`config.mk`:
```
export PLATFORM = sky130hd
export DESIGN_NAME = radial_alpha_circle_pixel
export DESIGN_NICKNAME = d
export VERILOG_FILES = /design/src/hdl/rac_pkg.sv /design/src/hdl/radial_alpha_circle_pixel.sv /design/src/hdl/rac_front.sv /design/src/hdl/rac_cell.sv
export SDC_FILE = /design/constraint.sdc
export NUM_CORES = 2
export LEC_CHECK = 0
export BUFFER_PORTS_ARGS = -buffer_cell sky130_fd_sc_hd__buf_2
export CAP_MARGIN = 20
export CORE_UTILIZATION = 40
export CTS_CLUSTER_SIZE = 8
export DETAILED_ROUTE_END_ITERATION = 6
export PLACE_DENSITY_LB_ADDON = 0.1
export SLEW_MARGIN = 10
export SYNTH_ARGS = -nofsm -noshare
export SYNTH_HDL_FRONTEND = slang
export SYNTH_HIERARCHICAL = 1
export SYNTH_SLANG_ARGS = --single-unit
```
`constraint.sdc`:
```
create_clock -name i_clk -period 6.9 [get_ports i_clk]
set_clock_uncertainty 0.2 [all_clocks]
set_input_delay 0.69 -clock i_clk [delete_from_list [all_inputs] [get_ports i_clk]]
set_output_delay 0.69 -clock i_clk [all_outputs]
set_load 0.05 [all_outputs]
```
`src/hdl/rac_pkg.sv`:
```
// ----------------------------------------------------------------------------
// rac_pkg
// Shared widths, constants and the record that travels along the cell chain
// of the radial alpha circle pixel block.
// ----------------------------------------------------------------------------
package rac_pkg;

    localparam int RAC_MAX_RADIUS = 256;

    // Field widths
    localparam int COORD_W = 9;
    localparam int RADIUS_W = 9;
    localparam int INDEX_W = 18;
    localparam int ALPHA_W = 8;

    // Internal widths, sized for the largest radius the register can hold
    localparam int DIAM_W = RADIUS_W + 1;
    localparam int SQ_W = 2 * RADIUS_W;        // one coordinate or radius squared
    localparam int D2_W = SQ_W + 1;            // dx*dx + dy*dy
    localparam int PROD_W = COORD_W + DIAM_W;  // row times diameter
    localparam int K_W = ALPHA_W;              // bits of the alpha search
    localparam int KRR_W = K_W + SQ_W;         // k * r * r
    localparam int ACC_W = 36;                 // target and running square

    localparam int ALPHA_FULL = 255;
    localparam int ALPHA_SQ = ALPHA_FULL * ALPHA_FULL;
    localparam int ALPHA_SQ_W = 16;

    typedef struct packed {
        logic                valid;
        logic                err;
        logic                in_circle;
        logic [INDEX_W-1:0]  index;
        logic [SQ_W-1:0]     rr;
        logic [ACC_W-1:0]    target;
        logic [K_W-1:0]      k;
        logic [KRR_W-1:0]    krr;
        logic [ACC_W-1:0]    sq;
    } t_cell_data;

endpackage

```
`src/hdl/radial_alpha_circle_pixel.sv`:
```
// ----------------------------------------------------------------------------
// radial_alpha_circle_pixel
// Filled circle pixel with radial alpha: index, inside flag, alpha and
// coordinate error for one pixel of a square of side twice the radius.
//
// Usage:
//   Raise start with i_pos_x / i_pos_y for one cycle per pixel request.
//   busy is always low, so a request may be presented every cycle.
//   Each result appears for exactly one cycle, marked by o_done, after
//   4 front stages, 8 search cells (one alpha bit each) and the output
//   register. Throughput is one pixel per clock.
//   The radius is written through i_cfg_we / i_cfg_data and should only
//   change while no request is in flight; values above MAX_RADIUS saturate.
//   Synchronous reset clears all in-flight requests and sets the radius
//   to 16. The receiver cannot stall; results are never held.
// ----------------------------------------------------------------------------
module radial_alpha_circle_pixel #(
    parameter int MAX_RADIUS = rac_pkg::RAC_MAX_RADIUS
) (
    input  logic                           i_clk,
    input  logic                           i_rst_n,
    input  logic                           start,
    output logic                           busy,
    input  logic [rac_pkg::COORD_W-1:0]    i_pos_x,
    input  logic [rac_pkg::COORD_W-1:0]    i_pos_y,
    input  logic                           i_cfg_we,
    input  logic [rac_pkg::RADIUS_W-1:0]   i_cfg_data,
    output logic                           o_done,
    output logic [rac_pkg::INDEX_W-1:0]    o_pixel_index,
    output logic                           o_inside_res,
    output logic [rac_pkg::ALPHA_W-1:0]    o_alpha,
    output logic                           o_coord_error
);
    import rac_pkg::*;

    localparam logic [RADIUS_W-1:0] RADIUS_RESET = RADIUS_W'(16);

    logic [RADIUS_W-1:0] r_radius;
    t_cell_data          chain [0:K_W];
    logic [K_W-1:0]      k_final;

    logic                r_done;
    logic [INDEX_W-1:0]  r_index;
    logic                r_inside;
    logic [ALPHA_W-1:0]  r_alpha;
    logic                r_err;

    assign busy = 1'b0;

    always_ff @(posedge i_clk) begin
        if (!i_rst_n) begin
            r_radius <= RADIUS_RESET;
        end else if (i_cfg_we) begin
            r_radius <= i_cfg_data;
        end
    end

    rac_front #(
        .MAX_RADIUS (MAX_RADIUS)
    ) u_front (
        .i_clk    (i_clk),
        .i_rst_n  (i_rst_n),
        .i_req    (start),
        .i_pos_x  (i_pos_x),
        .i_pos_y  (i_pos_y),
        .i_radius (r_radius),
        .o_data   (chain[0])
    );

    // most significant alpha bit first
    for (genvar g = 0; g < K_W; g++) begin : g_cell
        rac_cell #(
            .BIT_POS (K_W - 1 - g)
        ) u_cell (
            .i_clk   (i_clk),
            .i_rst_n (i_rst_n),
            .i_data  (chain[g]),
            .o_data  (chain[g+1])
        );
    end

    // the search finds the largest k below the target; the answer is one above
    assign k_final = (chain[K_W].target == '0) ? '0 : chain[K_W].k + K_W'(1);

    always_ff @(posedge i_clk) begin
        if (!i_rst_n) begin
            r_done <= 1'b0;
        end else begin
            r_done <= chain[K_W].valid;
        end
    end

    always_ff @(posedge i_clk) begin
        r_err    <= chain[K_W].err;
        r_index  <= chain[K_W].err ? '0 : chain[K_W].index;
        r_inside <= !chain[K_W].err && chain[K_W].in_circle;
        r_alpha  <= (!chain[K_W].err && chain[K_W].in_circle)
                  ? ALPHA_W'(ALPHA_FULL) - k_final : '0;
    end

    assign o_done        = r_done;
    assign o_pixel_index = r_index;
    assign o_inside_res  = r_inside;
    assign o_alpha       = r_alpha;
    assign o_coord_error = r_err;

endmodule

```
`src/hdl/rac_front.sv`:
```
// ----------------------------------------------------------------------------
// rac_front
// Four-stage front end: range check and offsets, squares and row product,
// distance and inside test, then the scaled target for the alpha search.
// ----------------------------------------------------------------------------
module rac_front #(
    parameter int MAX_RADIUS = rac_pkg::RAC_MAX_RADIUS
) (
    input  logic                           i_clk,
    input  logic                           i_rst_n,
    input  logic                           i_req,
    input  logic [rac_pkg::COORD_W-1:0]    i_pos_x,
    input  logic [rac_pkg::COORD_W-1:0]    i_pos_y,
    input  logic [rac_pkg::RADIUS_W-1:0]   i_radius,
    output rac_pkg::t_cell_data            o_data
);
    import rac_pkg::*;

    localparam int CMP_W = 13;

    logic [RADIUS_W-1:0] radius_sat;
    logic [DIAM_W-1:0]   diam;

    // stage A
    logic                r_a_valid, r_a_err;
    logic [COORD_W-1:0]  r_a_x, r_a_y, r_a_ax, r_a_ay;
    logic [RADIUS_W-1:0] r_a_r;
    logic [DIAM_W-1:0]   r_a_diam;
    // stage B
    logic                r_b_valid, r_b_err;
    logic [COORD_W-1:0]  r_b_x;
    logic [SQ_W-1:0]     r_b_ax2, r_b_ay2, r_b_rr;
    logic [PROD_W-1:0]   r_b_ydiam;
    // stage C
    logic                r_c_valid, r_c_err, r_c_inside;
    logic [INDEX_W-1:0]  r_c_index;
    logic [SQ_W-1:0]     r_c_rr;
    logic [D2_W-1:0]     r_c_d2;
    logic [D2_W-1:0]     d2;
    logic [PROD_W:0]     index_full;
    // stage D
    t_cell_data          r_d;

    assign radius_sat = ({{(CMP_W-RADIUS_W){1'b0}}, i_radius} > CMP_W'(MAX_RADIUS))
                      ? RADIUS_W'(MAX_RADIUS) : i_radius;
    assign diam = {radius_sat, 1'b0};

    assign d2 = D2_W'(r_b_ax2) + D2_W'(r_b_ay2);
    assign index_full = (PROD_W+1)'(r_b_ydiam) + (PROD_W+1)'(r_b_x);

    always_ff @(posedge i_clk) begin
        if (!i_rst_n) begin
            r_a_valid <= 1'b0;
            r_b_valid <= 1'b0;
            r_c_valid <= 1'b0;
            r_d.valid <= 1'b0;
        end else begin
            r_a_valid <= i_req;
            r_b_valid <= r_a_valid;
            r_c_valid <= r_b_valid;
            r_d.valid <= r_c_valid;
        end
        // stage A: offsets from centre and square bounds
        r_a_x    <= i_pos_x;
        r_a_y    <= i_pos_y;
        r_a_r    <= radius_sat;
        r_a_diam <= diam;
        r_a_err  <= ({1'b0, i_pos_x} >= diam) || ({1'b0, i_pos_y} >= diam);
        r_a_ax   <= (i_pos_x >= radius_sat) ? i_pos_x - radius_sat : radius_sat - i_pos_x;
        r_a_ay   <= (i_pos_y >= radius_sat) ? i_pos_y - radius_sat : radius_sat - i_pos_y;
        // stage B: products
        r_b_err   <= r_a_err;
        r_b_x     <= r_a_x;
        r_b_ax2   <= SQ_W'(r_a_ax) * SQ_W'(r_a_ax);
        r_b_ay2   <= SQ_W'(r_a_ay) * SQ_W'(r_a_ay);
        r_b_rr    <= SQ_W'(r_a_r) * SQ_W'(r_a_r);
        r_b_ydiam <= PROD_W'(r_a_y) * PROD_W'(r_a_diam);
        // stage C: distance and inside test
        r_c_err    <= r_b_err;
        r_c_d2     <= d2;
        r_c_rr     <= r_b_rr;
        r_c_inside <= d2 < D2_W'(r_b_rr);
        r_c_index  <= index_full[INDEX_W-1:0];
        // stage D: scaled target, search starts from zero
        r_d.err       <= r_c_err;
        r_d.in_circle <= r_c_inside;
        r_d.index     <= r_c_index;
        r_d.rr        <= r_c_rr;
        r_d.target    <= ACC_W'(r_c_d2) * ACC_W'(ALPHA_SQ);
        r_d.k         <= '0;
        r_d.krr       <= '0;
        r_d.sq        <= '0;
    end

    assign o_data = r_d;

endmodule

```
`src/hdl/rac_cell.sv`:
```
// ----------------------------------------------------------------------------
// rac_cell
// One bit of the alpha search: tries k with this bit set and keeps it when
// (k*r)^2 stays below the target. Squares are updated by shifts and adds.
// ----------------------------------------------------------------------------
module rac_cell #(
    parameter int BIT_POS = 0
) (
    input  logic                i_clk,
    input  logic                i_rst_n,
    input  rac_pkg::t_cell_data i_data,
    output rac_pkg::t_cell_data o_data
);
    import rac_pkg::*;

    t_cell_data       r_data;
    t_cell_data       n_data;
    logic [ACC_W-1:0] sq_cand;

    // (k + 2^b)^2 rr = k^2 rr + 2^(b+1) k rr + 2^(2b) rr
    assign sq_cand = i_data.sq
                   + (ACC_W'(i_data.krr) << (BIT_POS + 1))
                   + (ACC_W'(i_data.rr) << (2 * BIT_POS));

    always_comb begin
        n_data = i_data;
        if (sq_cand < i_data.target) begin
            n_data.k[BIT_POS] = 1'b1;
            n_data.krr        = i_data.krr + (KRR_W'(i_data.rr) << BIT_POS);
            n_data.sq         = sq_cand;
        end
    end

    always_ff @(posedge i_clk) begin
        if (!i_rst_n) begin
            r_data.valid <= 1'b0;
        end else begin
            r_data.valid <= i_data.valid;
        end
        r_data.err       <= n_data.err;
        r_data.in_circle <= n_data.in_circle;
        r_data.index     <= n_data.index;
        r_data.rr        <= n_data.rr;
        r_data.target    <= n_data.target;
        r_data.k         <= n_data.k;
        r_data.krr       <= n_data.krr;
        r_data.sq        <= n_data.sq;
    end

    assign o_data = r_data;

endmodule
```
======== Word level (Yosys, flattened, before mapping) ========
Index checks and enable logic that the tools add are counted.
operators by class
  $add $sub $neg .......................... 28
  $mul .................................... 5
  $lt $le $gt $ge ......................... 14
  multiplexer cells ....................... 11
  reduce and logical (&&, ||, !) cells .... 4
operator list
  cell                      count
  $mux W62                  5
  $lt A36 B35 Y1            7
  $add A36 B28 Y36          2
  $add A36 B30 Y36          2
  $mux W61                  1
  $mul A9 B9 Y18            3
  $add A36 B18 Y36          1
  $add A36 B20 Y36          1
  $add A36 B22 Y36          1
  $add A36 B24 Y36          1
  $add A36 B26 Y36          1
  $add A36 B27 Y36          1
  $add A36 B29 Y36          1
  $add A36 B31 Y36          1
  $add A36 B32 Y36          1
  $logic_not A36 Y1         1
  $sub A9 B9 Y9             4
  $lt A32 B35 Y1            1
  $mul A19 B16 Y35 const B  1
  $add A32 B32 Y33          1
  $mux W9                   3
  $add A25 B24 Y26          1
  $add A26 B19 Y26          1
  $add A26 B20 Y26          1
  17 further kinds          19
storage, ports and cells
  register bits after elaboration ......... 1299
  input port bits ......................... 31
  output and inout bits ................... 30
  word-level logic and storage cells ...... 171

======== Logic depth before layout (Yosys ltp) ========
  depth after elaboration ................. 4
  gate-level depth with buffers ........... 25
  gate-level depth less buffers ........... 22

======== By module ========
Netlist, hierarchy kept.
modules (own cells, without submodules)
  module                       times used  cells each  area each (µm²)  seq. area each (µm²)
  rac_front                    1           2158        21326.7          5124.9
  rac_cell (g_cell[7].u_cell)  1           736         7534.7           2902.8
  rac_cell (g_cell[5].u_cell)  1           716         7305.8           2902.8
  rac_cell (g_cell[4].u_cell)  1           700         7287.0           2902.8
  rac_cell (g_cell[6].u_cell)  1           700         7275.7           2902.8
  rac_cell (g_cell[3].u_cell)  1           661         7194.4           2902.8
  rac_cell (g_cell[1].u_cell)  1           689         7155.6           2902.8
  rac_cell (g_cell[2].u_cell)  1           676         6946.7           2902.8
  rac_cell (g_cell[0].u_cell)  1           652         6930.4           2902.8
  radial_alpha_circle_pixel    1           117         1332.5           760.7

======== Worst setup path after synthesis ========
OpenSTA, ideal clock, no wires.
  path type ............................... reg2reg
  from .................................... register u_front.r_c_d2[7]
  to ...................................... register u_front.r_d, in the netlist u_front/o_data[102]
  setup time .............................. 0.072 ns
  data arrival time ....................... 5.108 ns
  required time ........................... 6.628 ns
  slack ................................... 1.520 ns
  cell stages (with the launch flop) ...... 16
  buffers on the path ..................... 1
  period minus slack after synthesis ...... 5.380 ns
  cells stage by stage .................... dfxtp_1 fa_1 fa_1 fa_1 fa_1 fa_1 ha_1 ha_1 buf_6 a21o_1 a21o_1 a2111oi_4 a21oi_2 or2_4 a221oi_2 xnor2_1
between the ends
  longest elaborated chain between the ends .. 1
ends and longest elaborated chain
  item                      line             RTL
  start: declaration        rac_front.sv:38  logic [D2_W-1:0] r_c_d2;
  start signal: assignment  rac_front.sv:80  r_c_d2 <= d2;
  $mul A19 B16 Y35          rac_front.sv:89  r_d.target <= ACC_W'(r_c_d2) * ACC_W'(ALPHA_SQ);
  end: declaration          rac_front.sv:42  t_cell_data r_d;
Every way passes these cells.
A chain may end at the register's enable or synchronous reset.

==> summary.txt <==
Flow run
  • MaxCap Viol Count: 0

STA
  • Hold Fails Final Rpt: 0
  • Final period util: 93.29%
  • Least-Margin Pin Slew: 1.005 ns
  • Max Slew Vio Count: 0
  • Final setup fails: 0
  • RSZ-0062 raised after global routing: no
  • Slew HR: 31.24%
  • Minimum clock period: 6.437 ns
  • Sum Neg Setup Slack: 0 ns
  • Max Clk Rate: 155.3 MHz

Worst setup path
  • Crit-path cells: inv_1, fa_1, inv_1, ha_1, o21a_1, o31a_1, o311a_4, o41ai_4, o21ai_2, a21oi_1, xnor2_1, ha_1, a21oi_1, o21ai_0, a2111oi_0, o211ai_1, a31o_2, buf_4, mux2_2
  • Slowest stage delay, CP: 0.92 ns
  • Worst EP arrival: 6.93 ns
  • Crit Path Category: flop to flop
  • Critical path buffers and inverters: 3
  • Crit path max fanout: 44
  • Worst setup EP type: flop
  • Kind of cell adding the most delay to the critical path: compound AO/OA/AOI/OAI gates
  • CP max-delay cell: a2111oi_0
  • WP data required: 7.39 ns
  • Startpoint Class: flop

Place
  • Port Buffers: 59
  • GPL Wtd Cong: 0.8946
  • Post-DP HPWL: 155.0 mm

Clock tree
  • Post-CTS Setup Bufs: 0
  • Worst skew pair latency: 0.82 ns
  • Sink Count: 1374
  • Clock-pin slew on the worst setup and hold paths: 0.05 ns
  • H-Tree Depth: 4
  • Clk buf depth: 3
  • Inserted Clock Buffers: 192
  • CTS tree: built
  • Clock root buffer: clkbuf_16

Detailed routing
  • Final WL: 190.1 mm
  • Via count: 52270
  • Drt drc: 0
  • Vias per inst: 5.097
  • Initial DRC Count: 2065
  • ANT nets after route: 0
  • Initial DRT Pass Iterations: 5
  • Avg WL per Cell: 18.53 um

Floorplan
  • Row count: 160
  • DIE AREA: 0.1943 mm2
  • I/O Pins: 61
  • DIE WIDTH: 440.8 um
  • Chip height: 440.8 um
  • Core area: 0.1908 mm2
  • Starting density of the core: 40.38%

Global routing
  • Vias in the first global route: 55410
  • Antenna violations before repair: 3
  • Met1 Resource Use GR: 23.23%
  • First-pass GRT wire length: 301.1 mm
  • GRT busiest layer: met2
  • Global route total overflow: 0
  • Met2 Use GR: 35.82%
  • Largest net degree at the start of global routing: 63
  • Met3 usage: 2.579%
  • Gr usage total: 19.74%

Finish
  • N_diodes: 0
  • Area delta synth->final: 11.01%
  • FILL cells: 18050
  • Final net count: 9145
  • Share of cells above drive strength 1: 8.536%

Min path
  • Hold crit path type: input port to flop

Logic synthesis
  • Syn Area/Cell: 10.25 um2
  • Synth Warn #: 6
  • Cell Area, Synth: 0.07703 mm2
  • Syn Inst Count: 7515

Run status
  • Status: completed
==> layout by cell type, fill, tap and decap left out, types with 195 or more instances in the layout <==
cell type / instances
o21ai_0: 306
dfxtp_1: 1374
fa_1: 389
nand2_1: 412
mux2_2: 200
a21oi_1: 452
inv_1: 778
nor2_1: 288
ha_1: 1010
clkbuf_16: 195
xnor2_1: 297
==> per-stage QoR <==
| step | hold WS [ns] | setup slack (ns) | utilization, % | instances | instance area (um2) |
|---|---|---|---|---|---|
| after global placement | 0.1096 | 0.2509 | 41.90 | 10000 | 79940 |
| after CTS | 0.01790 | 0.2144 | 44.82 | 10260 | 85510 |
| after floorplan | 0.1096 | 1.520 | - | 7586 | 77300 |
| final | 0.07668 | 0.4628 | 44.82 | 10260 | 85510 |
| after detailed placement | 0.1121 | 0.2192 | 41.90 | 10000 | 79940 |
| after global routing | 0.05875 | 0.02364 | 44.82 | 10260 | 85510 |
==> path summary, 6_finish.rpt <==
path | startpoint | to | slack [ns] | depth (start not counted)
setup / recovery | g_cell[1].u_cell/o_data[10]$_DFF_P_ | g_cell[2].u_cell/o_data[12]$_DFF_P_ | 0.46 | 19
hold / removal | i_rst_n | r_radius[1]$_SDFFE_PN0P_ | 0.08 | 2
setup reg to reg | g_cell[1].u_cell/o_data[10]$_DFF_P_ | g_cell[2].u_cell/o_data[12]$_DFF_P_ | 0.46 | 19
hold reg to reg | u_front/o_data[138]$_DFF_P_ | g_cell[0].u_cell/o_data[138]$_DFF_P_ | 0.10 | 0
==> cell type report <==
| class | count | area, um2 | area share, % |
|---|---|---|---|
| Multi-Input combinational cell | 5249 | 45800 | 53.56 |
| Sequential cell | 1374 | 27510 | 32.17 |
| Clock buffer | 211 | 5000 | 5.847 |
| Tap cell | 2511 | 3142 | 3.674 |
| Inverter | 780 | 2928 | 3.424 |
| Timing Repair Buffer | 118 | 860.8 | 1.007 |
| Clock inverter | 12 | 279.0 | 0.3263 |
==> flip-flops by register name (all words and copies together) (netlist names), 17 cells and up <==
name                  flops
g_cell.u_cell/o_data   1080
u_front/o_data           73
u_front/r_c_d2           19
o_pixel_index            18
u_front/r_c_index        18
u_front/r_b_ax2          17
u_front/r_b_ay2          17
u_front/r_b_rr           17
u_front/r_b_ydiam        17
u_front/r_c_rr           17
==> what timing repair did <==
| action | 4_1_cts | 5_1_grt |
|---|---|---|
| gates resized for setup | 0 | 0 |
| hold endpoints to repair | 28 | 0 |
| hold buffers | 29 | 0 |
==> metal layers <==
layer / vias up / share of wire [%]
met5: - / 0
met4: 0 / 4.1
met3: 378 / 2.6
met2: 800 / 50
met1: 25070 / 43
li1: 26030 / -
Power is not shown: default switching activity piles up to over one toggle a cycle in this logic, so the estimate is an artifact.
